--- src/rtl/core/pidmsc_pkg.sv ---
// shared constants for the pid motor speed controller
`timescale 1ns / 1ps

package pidmsc_pkg;

    // default width of the integral accumulator
    localparam int INTEGRAL_WIDTH_DEF = 48;

    // fixed-point position of the gains (unsigned Q8.16)
    localparam int GAIN_FRAC_BITS = 16;

    // field and register widths
    localparam int MS_W       = 8;
    localparam int TGT_W      = 16;
    localparam int PER_W      = 10;
    localparam int CPR_W      = 16;
    localparam int GAIN_W     = 24;
    localparam int CNT_W      = 16;
    localparam int DUTY_W     = 8;
    localparam int RPM_W      = 16;
    localparam int ERR_W      = 17;
    localparam int DE_W       = ERR_W + 1;
    localparam int CFG_IDX_W  = 3;
    localparam int CFG_DATA_W = 24;

    // stream widths, padded to whole bytes
    localparam int IN_TDATA_W  = 8;
    localparam int OUT_TDATA_W = 48;

    // serial units: multiplier digit count and divider sizes
    localparam int MUL_STEPS = GAIN_W;
    localparam int DIVD_W    = DE_W + GAIN_W;
    localparam int DIVS_W    = CNT_W;
    localparam int REM_W     = DIVS_W + 1;
    localparam int DIV_STEPS = DIVD_W;
    localparam int STEP_W    = 6;

    // pid sum accumulator and limits
    localparam int ACC_W          = 65;
    localparam int TERM_LIMIT_EXP = 62;
    localparam int SPEED_SCALE    = 1200;
    localparam int SCALED_W       = CNT_W + 11;
    localparam int DUTY_MAX       = 255;

    // configuration register indexes
    localparam logic [CFG_IDX_W-1:0] REG_TARGET_RPM = 3'd0;
    localparam logic [CFG_IDX_W-1:0] REG_SAMPLE_MS  = 3'd1;
    localparam logic [CFG_IDX_W-1:0] REG_CPR        = 3'd2;
    localparam logic [CFG_IDX_W-1:0] REG_KP         = 3'd3;
    localparam logic [CFG_IDX_W-1:0] REG_KI         = 3'd4;
    localparam logic [CFG_IDX_W-1:0] REG_KD         = 3'd5;

    // reset values of the configuration registers
    localparam logic [TGT_W-1:0]  TARGET_RST = 16'd100;
    localparam logic [PER_W-1:0]  PERIOD_RST = 10'd50;
    localparam logic [CPR_W-1:0]  CPR_RST    = 16'd337;
    localparam logic [GAIN_W-1:0] KP_RST     = 24'd196608;
    localparam logic [GAIN_W-1:0] KI_RST     = 24'd66;
    localparam logic [GAIN_W-1:0] KD_RST     = 24'd65536;

    // input kind codes
    localparam logic KIND_EDGE = 1'b0;
    localparam logic KIND_TICK = 1'b1;

endpackage

--- src/rtl/core/pid_motor_speed_controller_core.sv ---
// An encoder edge or a tick that does not complete the sample period is taken while idle.
// A tick that completes the period starts an update, and no item is accepted until the result
// enters the output register. The update time is set by two passes of the 42-step bit-serial
// divider and four passes of the 24-step shift-add multiplier. aresetn is synchronous, active
// low; it restores the register defaults and clears counters, integral and last error.
`timescale 1ns / 1ps

module pid_motor_speed_controller_core
    import pidmsc_pkg::*;
#(
    parameter int INTEGRAL_WIDTH = INTEGRAL_WIDTH_DEF
) (
    input  logic                   aclk,
    input  logic                   aresetn,
    // input items
    input  logic                   s_tvalid,
    output logic                   s_tready,
    input  logic [IN_TDATA_W-1:0]  s_tdata,   // [7:0] elapsed_ms
    input  logic                   s_tuser,   // [0] kind
    // result items
    output logic                   m_tvalid,
    input  logic                   m_tready,
    output logic [OUT_TDATA_W-1:0] m_tdata,   // [7:0] duty, [23:8] measured_rpm,
                                              // [40:24] speed_error, [47:41] zero
    // configuration writes
    input  logic                   cfg_valid,
    output logic                   cfg_ready,
    input  logic [CFG_IDX_W-1:0]   cfg_index,
    input  logic [CFG_DATA_W-1:0]  cfg_data
);

    localparam int IW = INTEGRAL_WIDTH;
    localparam int SW = IW + 1;
    localparam int PW = IW + GAIN_W;
    localparam int CW = (PW > 64) ? PW : 64;
    localparam int RW = REM_W + DIVD_W;

    // sequencer states
    localparam logic [3:0] ST_IDLE    = 4'd0;
    localparam logic [3:0] ST_DIV_RPM = 4'd1;
    localparam logic [3:0] ST_ERR     = 4'd2;
    localparam logic [3:0] ST_MUL_EDT = 4'd3;
    localparam logic [3:0] ST_INTEG   = 4'd4;
    localparam logic [3:0] ST_LOAD_I  = 4'd5;
    localparam logic [3:0] ST_MUL_I   = 4'd6;
    localparam logic [3:0] ST_ADD_I   = 4'd7;
    localparam logic [3:0] ST_MUL_P   = 4'd8;
    localparam logic [3:0] ST_ADD_P   = 4'd9;
    localparam logic [3:0] ST_MUL_D   = 4'd10;
    localparam logic [3:0] ST_LOAD_D  = 4'd11;
    localparam logic [3:0] ST_DIV_D   = 4'd12;
    localparam logic [3:0] ST_ADD_D   = 4'd13;
    localparam logic [3:0] ST_OUT     = 4'd14;

    // configuration registers
    logic [TGT_W-1:0]  target_reg, target_next;
    logic [PER_W-1:0]  period_reg, period_next;
    logic [CPR_W-1:0]  cpr_reg, cpr_next;
    logic [GAIN_W-1:0] kp_reg, kp_next;
    logic [GAIN_W-1:0] ki_reg, ki_next;
    logic [GAIN_W-1:0] kd_reg, kd_next;

    // controller state
    logic [CNT_W-1:0]  pulse_reg, pulse_next;
    logic [CNT_W-1:0]  elapsed_reg, elapsed_next;
    logic [IW-1:0]     integral_reg, integral_next;
    logic [ERR_W-1:0]  last_err_reg, last_err_next;
    logic [3:0]        state_reg, state_next;
    logic [STEP_W-1:0] cnt_reg, cnt_next;
    logic              m_valid_reg, m_valid_next;

    // datapath registers
    logic [IW-1:0]     mul_a_reg, mul_a_next;
    logic [PW-1:0]     mul_p_reg, mul_p_next;
    logic [RW-1:0]     div_r_reg, div_r_next;
    logic [DIVS_W-1:0] div_d_reg, div_d_next;
    logic [ERR_W-1:0]  err_reg, err_next;
    logic [RPM_W-1:0]  rpm_reg, rpm_next;
    logic              de_neg_reg, de_neg_next;
    logic [ACC_W-1:0]  acc_reg, acc_next;
    logic [DUTY_W-1:0] duty_out_reg, duty_out_next;
    logic [RPM_W-1:0]  rpm_out_reg, rpm_out_next;
    logic [ERR_W-1:0]  err_out_reg, err_out_next;

    // shift-add multiplier step: multiplier bits sit in the low end of the product
    logic [IW:0]   mul_add;
    logic [PW-1:0] mul_step;
    assign mul_add  = {1'b0, mul_p_reg[PW-1:GAIN_W]} + (mul_p_reg[0] ? {1'b0, mul_a_reg} : '0);
    assign mul_step = {mul_add, mul_p_reg[GAIN_W-1:1]};

    // restoring divider step: one quotient bit per cycle
    logic [REM_W-1:0]  div_rem_sh, div_rem_new;
    logic [DIVD_W-1:0] div_quo;
    logic              div_ge;
    logic [RW-1:0]     div_step;
    assign div_quo     = div_r_reg[DIVD_W-1:0];
    assign div_rem_sh  = {div_r_reg[RW-2:DIVD_W], div_quo[DIVD_W-1]};
    assign div_ge      = div_rem_sh >= {1'b0, div_d_reg};
    assign div_rem_new = div_ge ? (div_rem_sh - {1'b0, div_d_reg}) : div_rem_sh;
    assign div_step    = {div_rem_new, div_quo[DIVD_W-2:0], div_ge};

    // tick bookkeeping
    logic [CNT_W:0]    el_sum;
    logic [CNT_W-1:0]  el_sat;
    logic [PER_W-1:0]  period_eff;
    logic [CPR_W-1:0]  cpr_eff;
    logic              trigger;
    logic [SCALED_W-1:0] pulse_scaled;
    assign el_sum       = {1'b0, elapsed_reg} + (CNT_W+1)'(s_tdata[MS_W-1:0]);
    assign el_sat       = el_sum[CNT_W] ? '1 : el_sum[CNT_W-1:0];
    assign period_eff   = (period_reg == '0) ? PER_W'(1) : period_reg;
    assign cpr_eff      = (cpr_reg == '0) ? CPR_W'(1) : cpr_reg;
    assign trigger      = el_sat >= CNT_W'(period_eff);
    assign pulse_scaled = SCALED_W'(pulse_reg) * SCALED_W'(SPEED_SCALE);

    // speed and error
    logic [RPM_W-1:0] rpm_sat;
    logic [ERR_W-1:0] err_calc, err_mag, err_reg_mag;
    assign rpm_sat     = (|div_quo[DIVD_W-1:RPM_W]) ? '1 : div_quo[RPM_W-1:0];
    assign err_calc    = {1'b0, target_reg} - {1'b0, rpm_sat};
    assign err_mag     = err_calc[ERR_W-1] ? (~err_calc + 1'b1) : err_calc;
    assign err_reg_mag = err_reg[ERR_W-1] ? (~err_reg + 1'b1) : err_reg;

    // saturating integral update with error * dt
    logic [SW-1:0] edt_mag, edt_term, int_sum;
    logic [IW-1:0] int_sat;
    assign edt_mag  = SW'(mul_p_reg[2*CNT_W-1:0]);
    assign edt_term = err_reg[ERR_W-1] ? (~edt_mag + 1'b1) : edt_mag;
    assign int_sum  = {integral_reg[IW-1], integral_reg} + edt_term;
    always_comb begin
        int_sat = int_sum[IW-1:0];
        if (int_sum[SW-1] != int_sum[SW-2]) begin
            int_sat = int_sum[SW-1] ? {1'b1, {(IW-1){1'b0}}} : {1'b0, {(IW-1){1'b1}}};
        end
    end

    // integral magnitude and the clamped integral term
    logic [IW-1:0]    int_mag;
    logic [CW-1:0]    iprod_ext;
    logic [ACC_W-1:0] i_mag, i_term;
    assign int_mag   = integral_reg[IW-1] ? (~integral_reg + 1'b1) : integral_reg;
    assign iprod_ext = CW'(mul_p_reg);
    assign i_mag     = (iprod_ext > (CW'(1) << TERM_LIMIT_EXP)) ?
                       (ACC_W'(1) << TERM_LIMIT_EXP) : ACC_W'(iprod_ext);
    assign i_term    = integral_reg[IW-1] ? (~i_mag + 1'b1) : i_mag;

    // proportional term and error difference
    logic [ACC_W-1:0] p_mag, p_term;
    logic [DE_W-1:0]  de_calc, de_mag;
    assign p_mag   = ACC_W'(mul_p_reg);
    assign p_term  = err_reg[ERR_W-1] ? (~p_mag + 1'b1) : p_mag;
    assign de_calc = {err_reg[ERR_W-1], err_reg} - {last_err_reg[ERR_W-1], last_err_reg};
    assign de_mag  = de_calc[DE_W-1] ? (~de_calc + 1'b1) : de_calc;

    // derivative term from the divider quotient
    logic [ACC_W-1:0] d_mag, d_term;
    assign d_mag  = ACC_W'(div_quo);
    assign d_term = de_neg_reg ? (~d_mag + 1'b1) : d_mag;

    // drive value from the pid sum
    logic [ACC_W-1:0]  acc_mag, acc_shr;
    logic [DUTY_W-1:0] duty_calc;
    assign acc_mag   = acc_reg[ACC_W-1] ? (~acc_reg + 1'b1) : acc_reg;
    assign acc_shr   = acc_mag >> GAIN_FRAC_BITS;
    assign duty_calc = (|acc_shr[ACC_W-1:DUTY_W]) ? DUTY_W'(DUTY_MAX) : acc_shr[DUTY_W-1:0];

    // handshakes
    assign s_tready  = (state_reg == ST_IDLE);
    assign cfg_ready = 1'b1;
    assign m_tvalid  = m_valid_reg;
    assign m_tdata   = OUT_TDATA_W'({err_out_reg, rpm_out_reg, duty_out_reg});

    // configuration writes
    always_comb begin
        target_next = target_reg;
        period_next = period_reg;
        cpr_next    = cpr_reg;
        kp_next     = kp_reg;
        ki_next     = ki_reg;
        kd_next     = kd_reg;
        if (cfg_valid && cfg_ready) begin
            unique case (cfg_index)
                REG_TARGET_RPM: target_next = cfg_data[TGT_W-1:0];
                REG_SAMPLE_MS:  period_next = cfg_data[PER_W-1:0];
                REG_CPR:        cpr_next    = cfg_data[CPR_W-1:0];
                REG_KP:         kp_next     = cfg_data[GAIN_W-1:0];
                REG_KI:         ki_next     = cfg_data[GAIN_W-1:0];
                REG_KD:         kd_next     = cfg_data[GAIN_W-1:0];
                default: ;
            endcase
        end
    end

    // update sequencer
    always_comb begin
        pulse_next    = pulse_reg;
        elapsed_next  = elapsed_reg;
        integral_next = integral_reg;
        last_err_next = last_err_reg;
        state_next    = state_reg;
        cnt_next      = cnt_reg;
        m_valid_next  = m_valid_reg;
        mul_a_next    = mul_a_reg;
        mul_p_next    = mul_p_reg;
        div_r_next    = div_r_reg;
        div_d_next    = div_d_reg;
        err_next      = err_reg;
        rpm_next      = rpm_reg;
        de_neg_next   = de_neg_reg;
        acc_next      = acc_reg;
        duty_out_next = duty_out_reg;
        rpm_out_next  = rpm_out_reg;
        err_out_next  = err_out_reg;

        // result taken downstream
        if (m_valid_reg && m_tready) begin
            m_valid_next = 1'b0;
        end

        unique case (state_reg)
            ST_IDLE: begin
                if (s_tvalid && s_tready) begin
                    if (s_tuser == KIND_EDGE) begin
                        if (pulse_reg != '1) begin
                            pulse_next = pulse_reg + 1'b1;
                        end
                    end else begin
                        elapsed_next = el_sat;
                        if (trigger) begin
                            div_r_next = RW'(pulse_scaled);
                            div_d_next = cpr_eff;
                            cnt_next   = '0;
                            state_next = ST_DIV_RPM;
                        end
                    end
                end
            end
            ST_DIV_RPM: begin
                div_r_next = div_step;
                cnt_next   = cnt_reg + 1'b1;
                if (cnt_reg == STEP_W'(DIV_STEPS - 1)) begin
                    cnt_next   = '0;
                    state_next = ST_ERR;
                end
            end
            ST_ERR: begin
                rpm_next   = rpm_sat;
                err_next   = err_calc;
                mul_a_next = IW'(err_mag);
                mul_p_next = PW'(elapsed_reg);
                state_next = ST_MUL_EDT;
            end
            ST_MUL_EDT, ST_MUL_I, ST_MUL_P, ST_MUL_D: begin
                mul_p_next = mul_step;
                cnt_next   = cnt_reg + 1'b1;
                if (cnt_reg == STEP_W'(MUL_STEPS - 1)) begin
                    cnt_next   = '0;
                    state_next = state_reg + 1'b1;
                end
            end
            ST_INTEG: begin
                integral_next = int_sat;
                state_next    = ST_LOAD_I;
            end
            ST_LOAD_I: begin
                mul_a_next = int_mag;
                mul_p_next = PW'(ki_reg);
                state_next = ST_MUL_I;
            end
            ST_ADD_I: begin
                acc_next   = i_term;
                mul_a_next = IW'(err_reg_mag);
                mul_p_next = PW'(kp_reg);
                state_next = ST_MUL_P;
            end
            ST_ADD_P: begin
                acc_next    = acc_reg + p_term;
                de_neg_next = de_calc[DE_W-1];
                mul_a_next  = IW'(de_mag);
                mul_p_next  = PW'(kd_reg);
                state_next  = ST_MUL_D;
            end
            ST_LOAD_D: begin
                div_r_next = RW'(mul_p_reg[DIVD_W-1:0]);
                div_d_next = elapsed_reg;
                cnt_next   = '0;
                state_next = ST_DIV_D;
            end
            ST_DIV_D: begin
                div_r_next = div_step;
                cnt_next   = cnt_reg + 1'b1;
                if (cnt_reg == STEP_W'(DIV_STEPS - 1)) begin
                    cnt_next   = '0;
                    state_next = ST_ADD_D;
                end
            end
            ST_ADD_D: begin
                acc_next      = acc_reg + d_term;
                last_err_next = err_reg;
                pulse_next    = '0;
                elapsed_next  = '0;
                state_next    = ST_OUT;
            end
            ST_OUT: begin
                // wait for a free output register
                if (!m_valid_reg || m_tready) begin
                    duty_out_next = duty_calc;
                    rpm_out_next  = rpm_reg;
                    err_out_next  = err_reg;
                    m_valid_next  = 1'b1;
                    state_next    = ST_IDLE;
                end
            end
            default: begin
                state_next = ST_IDLE;
            end
        endcase
    end

    // control and configuration registers
    always_ff @(posedge aclk) begin
        if (!aresetn) begin
            target_reg   <= TARGET_RST;
            period_reg   <= PERIOD_RST;
            cpr_reg      <= CPR_RST;
            kp_reg       <= KP_RST;
            ki_reg       <= KI_RST;
            kd_reg       <= KD_RST;
            pulse_reg    <= '0;
            elapsed_reg  <= '0;
            integral_reg <= '0;
            last_err_reg <= '0;
            state_reg    <= ST_IDLE;
            cnt_reg      <= '0;
            m_valid_reg  <= 1'b0;
        end else begin
            target_reg   <= target_next;
            period_reg   <= period_next;
            cpr_reg      <= cpr_next;
            kp_reg       <= kp_next;
            ki_reg       <= ki_next;
            kd_reg       <= kd_next;
            pulse_reg    <= pulse_next;
            elapsed_reg  <= elapsed_next;
            integral_reg <= integral_next;
            last_err_reg <= last_err_next;
            state_reg    <= state_next;
            cnt_reg      <= cnt_next;
            m_valid_reg  <= m_valid_next;
        end
    end

    // datapath registers
    always_ff @(posedge aclk) begin
        mul_a_reg    <= mul_a_next;
        mul_p_reg    <= mul_p_next;
        div_r_reg    <= div_r_next;
        div_d_reg    <= div_d_next;
        err_reg      <= err_next;
        rpm_reg      <= rpm_next;
        de_neg_reg   <= de_neg_next;
        acc_reg      <= acc_next;
        duty_out_reg <= duty_out_next;
        rpm_out_reg  <= rpm_out_next;
        err_out_reg  <= err_out_next;
    end

`ifndef NO_ASSERTIONS
    // step counter never runs past the longest serial pass
    assert property (@(posedge aclk) disable iff (!aresetn)
        cnt_reg < STEP_W'(DIV_STEPS))
        else $error("serial step counter out of range");

    // a result only appears from the output stage
    assert property (@(posedge aclk) disable iff (!aresetn)
        $rose(m_valid_reg) |-> $past(state_reg) == ST_OUT)
        else $error("result raised outside the output stage");

    // an update clears the pulse and time counters
    assert property (@(posedge aclk) disable iff (!aresetn)
        state_reg == ST_ADD_D |=> pulse_reg == '0 && elapsed_reg == '0)
        else $error("counters not cleared by update");

    // pulse count holds while an update is running, until the derivative add clears it
    assert property (@(posedge aclk) disable iff (!aresetn)
        (state_reg != ST_IDLE && state_reg != ST_ADD_D) |=> $stable(pulse_reg))
        else $error("pulse count changed during update");
`endif

endmodule

--- config.mk ---
export PLATFORM = sky130hd
export DESIGN_NAME = pid_motor_speed_controller_core
export DESIGN_NICKNAME = d
export VERILOG_FILES = /design/src/rtl/core/pidmsc_pkg.sv /design/src/rtl/core/pid_motor_speed_controller_core.sv
export SDC_FILE = /design/constraint.sdc
export NUM_CORES = 2
export LEC_CHECK = 0
export BUFFER_PORTS_ARGS = -buffer_cell sky130_fd_sc_hd__buf_2
export CAP_MARGIN = 20
export CELL_PAD_IN_SITES_DETAIL_PLACEMENT = 1
export CELL_PAD_IN_SITES_GLOBAL_PLACEMENT = 2
export CORE_ASPECT_RATIO = 0.6
export CORE_MARGIN = 2
export CORE_UTILIZATION = 36
export DETAILED_ROUTE_END_ITERATION = 6
export GPL_TIMING_DRIVEN = 0
export PLACE_DENSITY = 0.81
export SLEW_MARGIN = 20
export SYNTH_ARGS = -nofsm -noshare
export SYNTH_HDL_FRONTEND = slang
export SYNTH_SLANG_ARGS = --single-unit
--- constraint.sdc ---
create_clock -name aclk -period 7.35 [get_ports aclk]
set_input_delay 1.1025 -clock aclk [delete_from_list [all_inputs] [get_ports aclk]]
set_output_delay 1.1025 -clock aclk [all_outputs]
set_load 0.1 [all_outputs]
After elaboration in Yosys (flattened, before gate mapping)
Index checks and enable logic that the tools add are counted.
- word-level logic and storage cells: 174
- register bits after elaboration: 556
- input port bits: 41
- output and inout bits: 51
- multipliers: 1
- magnitude comparators: 3
- reductions and logical operators: 32
- mux-type cells: 53
- add/sub/neg operators: 20
- equality and inequality tests: 32
- bitwise operators: 9
- operators with widths (cell ; number):
    case mux 72 bit (5 select lines) ; 1
    two-way mux 65 bit ; 5
    adder 65 x 1 -> 65 bit (second input constant) ; 4
    inverter 65 bit ; 3
    case mux 65 bit (3 select lines) ; 1
    two-way mux 16 bit ; 12
    two-way mux 48 bit ; 4
    case mux 48 bit (4 select lines) ; 1
    two-way mux 58 bit ; 3
    case mux 58 bit (3 select lines) ; 1
    adder 65 bit ; 2
    case mux 16 bit (2 select lines) ; 3
    greater-than comparator 72 x 63 -> 1 bit (second input constant) ; 1
    inverter 42 -> 65 bit ; 1
    adder 48 x 48 -> 49 bit ; 1
    adder 49 x 1 -> 49 bit (second input constant) ; 1
    adder 49 bit ; 1
    two-way mux 49 bit ; 1
    inverter 32 -> 49 bit ; 1
    adder 48 x 1 -> 48 bit (second input constant) ; 1
    inverter 48 bit ; 1
    case mux 4 bit (12 select lines) ; 1
    OR reduction 41 bit ; 1
    adder 17 x 1 -> 17 bit (second input constant) ; 2
    other kinds (51) ; 97

Logic depth before layout (Yosys ltp)
- depth after elaboration: 7
- gate-level depth with buffers: 26
- depth with buffers taken out: 23

Least setup slack after synthesis
OpenSTA, ideal clock, no wires.
- path type: input to register
- from: input s_tdata[0]
- to: register div_r_reg[0] (enable)
- buffers on the path: 1
- setup time: 493 ps
- data arrival time: 6880 ps
- stages: 20
- data required time: 6857 ps
- setup slack: -23 ps
- path through: ha_1 fa_1 a21o_1 a21oi_1 o21bai_1 a21bo_2 nand4_1 clkbuf_1 nand2b_1 ha_1 a21o_1 a21o_1 a21oi_1 nor2b_1 o21ai_0 a21o_1 a21oi_1 o21ba_2 nor2_1 a21oi_1
- word-level cells in the longest chain between the ends: 5
- RTL lines (element ; RTL line ; text):
    start: declaration ; pid_motor_speed_controller_core.sv:18 ; input logic [IN_TDATA_W-1:0] s_tdata,
    adder 16 x 8 -> 17 bit ; pid_motor_speed_controller_core.sv:109 ; assign el_sum = {1'b0, elapsed_reg} + (CNT_W+1)'(s_tdata[MS_W-1:0]);
    two-way mux 16 bit ; pid_motor_speed_controller_core.sv:110 ; assign el_sat = el_sum[CNT_W] ? '1 : el_sum[CNT_W-1:0];
    >= comparator 16 x 10 -> 1 bit ; pid_motor_speed_controller_core.sv:113 ; assign trigger = el_sat >= CNT_W'(period_eff);
    inequality test 2 bit (no source line) ; -- ;
    AND reduction 4 bit (no source line) ; -- ;
    end signal: assignment ; pid_motor_speed_controller_core.sv:357 ; div_r_reg <= div_r_next;
    end: declaration ; pid_motor_speed_controller_core.sv:75 ; logic [RW-1:0] div_r_reg, div_r_next;
No other way between the ends.
A chain may end at the register's enable or synchronous reset.

Final worst setup path
- from: register mul_p_reg[19], in the netlist iprod_ext[19]
- to: register acc_reg[54], data pin
- word-level cells in the longest chain between the ends: 6
- elaborated cells on any way between the ends: 10
- those cells by class: add/sub (3); order compare (1); mux (4); bitwise (2)
- RTL lines (element ; RTL line ; text):
    start: declaration ; pid_motor_speed_controller_core.sv:74 ; logic [PW-1:0] mul_p_reg, mul_p_next;
    start signal: assignment ; pid_motor_speed_controller_core.sv:356 ; mul_p_reg <= mul_p_next;
    greater-than comparator 72 x 63 -> 1 bit ; pid_motor_speed_controller_core.sv:143 ; assign i_mag = (iprod_ext > (CW'(1) << TERM_LIMIT_EXP)) ?
    two-way mux 65 bit ; pid_motor_speed_controller_core.sv:143 ;
    inverter 65 bit ; pid_motor_speed_controller_core.sv:145 ; assign i_term = integral_reg[IW-1] ? (~i_mag + 1'b1) : i_mag;
    adder 65 x 1 -> 65 bit ; pid_motor_speed_controller_core.sv:145 ;
    two-way mux 65 bit ; pid_motor_speed_controller_core.sv:145 ;
    case mux 65 bit (3 select lines) * ; pid_motor_speed_controller_core.sv:220 ; unique case (state_reg)
    via acc_next[54] ; pid_motor_speed_controller_core.sv:80 ; logic [ACC_W-1:0] acc_reg, acc_next;
    end signal: assignment ; pid_motor_speed_controller_core.sv:362 ; acc_reg <= acc_next;
    end: declaration ; pid_motor_speed_controller_core.sv:80 ;
The timed path passes the listed nets; every way through them passes the cells marked *.

==> impl_results.md <==
* CP Capture Type: flip-flop
* Die H at 273 microns
* Hold buffers post-CTS at 0
* Asr flop ratio synth at 0%
* Final Hold Viols at 0
* Place WS at -1.37 ns
* Setup ws final at 0.0999 ns
* Layout cell share with drive strength beyond 1 at 6.54%
* Max Cap Viol at 0
* Worst R2R Setup Slack at 0.1 ns
* Ys flop type: edfxtp_1
* Skew final at 0.0257 ns
* Largest net degree at the start of global routing at 49
* Hold path depth at 0
* Max FO, Critical Path at 10
* Pleak at 0.0186 uW
* GR Util All Layers at 29.3%
* I/O pins at 92
* R2R Path Start: iprod_ext[19]
* Final WL at 185000 microns
* Worst hold path class: reg -> reg
* Antenna-violating nets left at 0
* Cell area after synthesis at 43400 sq um
* Worst R2R End: acc_reg[54]
* Run status: finished clean
* Cell count after placement at 6860
* Final slew viol count at 0
* CTS buffer count at 66
* FF+latch count, synth at 556
* Horiz. Die Dim at 452 microns
* CTS Sinks at 556
* Clock transition at path regs at 0.06 ns
* Die footprint at 123000 sq um
* Number of nets in the layout at 5703
* Initial Utilization at 36.3%
* Initial antenna violation count at 4
* Vias post-DR at 41781
* Post-layout min period at 7.25 ns
* Peak supply drop at 0.284 mV
* Initial DRT Pass Iterations at 6
* Most common cell after layout, fill and taps aside: nand2_1
* Critical path arrival at 7.62 ns
* Worst Max-Slew Pin Slew at 1.16 ns
* Achievable Freq at 0.138 GHz
* Final worst path period share at 98.6%
* Syn Inst Count at 5164
* Post-DR vias/cell at 5.98
* Routed length per instance at 26.5 microns
* Crit path kind: reg -> reg
* Depth of the CTS H-tree at 3
* CTS Buffer Depth at 3
* Post-synth EDFFs at 334
* Commonest cells after routing, fill and taps aside: 712 x nand2_1, 378 x a21oi_1, 341 x nor2_1
* Post-synthesis average cell area at 8.40 sq um
* Power per cell area at 444 nW/um^2
* Core area at 119000 sq um
* DRT iter0 DRCs at 4634
* GPL Wtd Cong at 0.951
* Worst Hold Path EP: rpm_out_reg[5]
* Area growth syn-to-layout at 12.2%
* Hpwl dp at 147000 microns
* IO Port Bufs at 82
* Critical Path Source Type: flip-flop
* Distinct cells, synth at 88
* Sequential share of the synthesized area at 33.4%
* Vias in the first global route at 40783
* Syn. warnings at 0
* Worst EP required at 7.72 ns
* CTS tree: built
* Worst slew margin at 22.5%
* Fin cells at 6984
* Largest register FFs at 72
* Worst-Skew Late Latency at 0.68 ns
* Worst Min Path Start: rpm_reg[5]
* Root Driver: clkbuf_16
* Final setup vio count at 0
* Gr ovfl total at 0
* First-pass GRT wire length at 273000 microns
* DRC at 0
* R2R cell count at 16
* # rows at 98
-- critical path: stages (launching register included) --
cell      delay (ns)
edfxtp_1        0.36
clkbuf_1        0.34
or4_1           0.83
nor4_4          0.60
nand4_1         0.28
a211oi_1        0.52
clkbuf_1        0.59
clkbuf_2        0.55
nand2_1         0.18
ha_1            0.21
clkbuf_1        0.33
o21ai_0         0.54
nand2_1         0.41
o21a_1          0.31
and2_1          0.25
a311oi_1        0.54
a21oi_1         0.09
-- cells by family (layout without fill, tap and decap cells) --
family | after synthesis | count (layout) | synth area share [%]
adders and majority gates | 378 | 378 | 11.2
AOI/OAI and AO/OA | 1496 | 1496 | 22.1
other | 2 | 10 | 0.0173
and+or+nand+nor | 1743 | 1743 | 19.0
buffers and inverters | 501 | 713 | 4.44
DFF | 556 | 556 | 33.4
muxes | 23 | 23 | 0.537
xor gates and xnor gates | 465 | 465 | 9.39
-- stage by stage --
stage	hold slack (ns)	cell area, sq um	power, uW	utilization (%)	TNS (ns)
after global routing	0.422	48700	22800	40.8	-0.0181
after floorplan	0.400	43400	13400	-	0
final	0.421	48700	21600	40.8	0
after detailed placement	0.406	46100	17400	38.6	-71.03
after CTS	0.421	48500	21100	40.6	0
after global placement	0.402	45800	17000	38.4	-119.43
-- cell usage after synthesis, drive strengths merged (23+ instances only) --
master	number	area share [%]
o21ai	347	4.0
inv	217	1.9
nand4	46	0.66
o31ai	64	1.1
o41ai	23	0.48
o21bai	33	0.57
and3	36	0.52
nand3	100	1.2
or3	61	0.91
buf	36	0.42
a222oi	23	0.53
dfxtp	222	10
xor2	239	4.8
nand2b	58	0.84
a22oi	50	0.87
nand2	716	6.2
a31oi	52	0.75
and2	79	1.1
edfxtp	334	23
nor2b	52	0.75
a21oi	386	4.5
nor2	346	3.0
clkbuf	247	2.1
maj3	47	1.1
a21o	129	2.2
fa	30	1.4
o211ai	26	0.45
ha	301	8.7
or4	37	0.67
o22ai	42	0.61
a21boi	135	2.3
xnor2	226	4.6
or2	37	0.53
nor3	79	0.91
nor4	42	0.62
o21a	27	0.47
a211oi	26	0.45
-- power breakdown --
group,internal (uW),total (uW),switching [uW]
sequential,4220,5190,965
combinational,4770,12900,8140
clock,1970,3510,1550
-- cell type report --
| class | instances | area, sq um |
|---|---|---|
| clock inverter | 32 | 380 |
| antenna | 2 | 5.00 |
| inverter | 218 | 818 |
| buffer | 274 | 1110 |
| fill | 14166 | 70600 |
| timing repair buffer | 102 | 702 |
| tap | 1600 | 2000 |
| sequential | 556 | 14500 |
| clock buffer | 87 | 1780 |
| multi-input combinational | 4113 | 27400 |
-- repair_timing --
item	in CTS	in global routing
endpoints found under the setup margin	93	88
hold endpoints to repair	0	0
buffers inserted	5	7
gates resized for setup	46	45
pin swaps	4	6
-- worst max-delay path by stage --
| stage | from | to | slack [ns] |
|---|---|---|---|
| finish | iprod_ext[19] | acc_reg[54] | 0.1 |
| global route | iprod_ext[0] | integral_reg[38] | -0.02 |
| CTS | state_reg[1] | acc_reg[56] | 0.02 |
| detailed placement | iprod_ext[0] | integral_reg[38] | -1.37 |
| global placement | state_reg[0] | acc_reg[59] | -2.05 |
| floorplan | iprod_ext[0] | acc_reg[61] | 0.76 |
-- metal layers --
metal	vias to the layer above	wire, microns	GRT usage, %
met5	-	26	0
met4	4	4370	6.78
li1	18978	-	-
met2	1683	73000	40.5
met3	247	16600	6.40
met1	20869	91000	45.4
No activity file was read; power rests on OpenSTA's default activity.
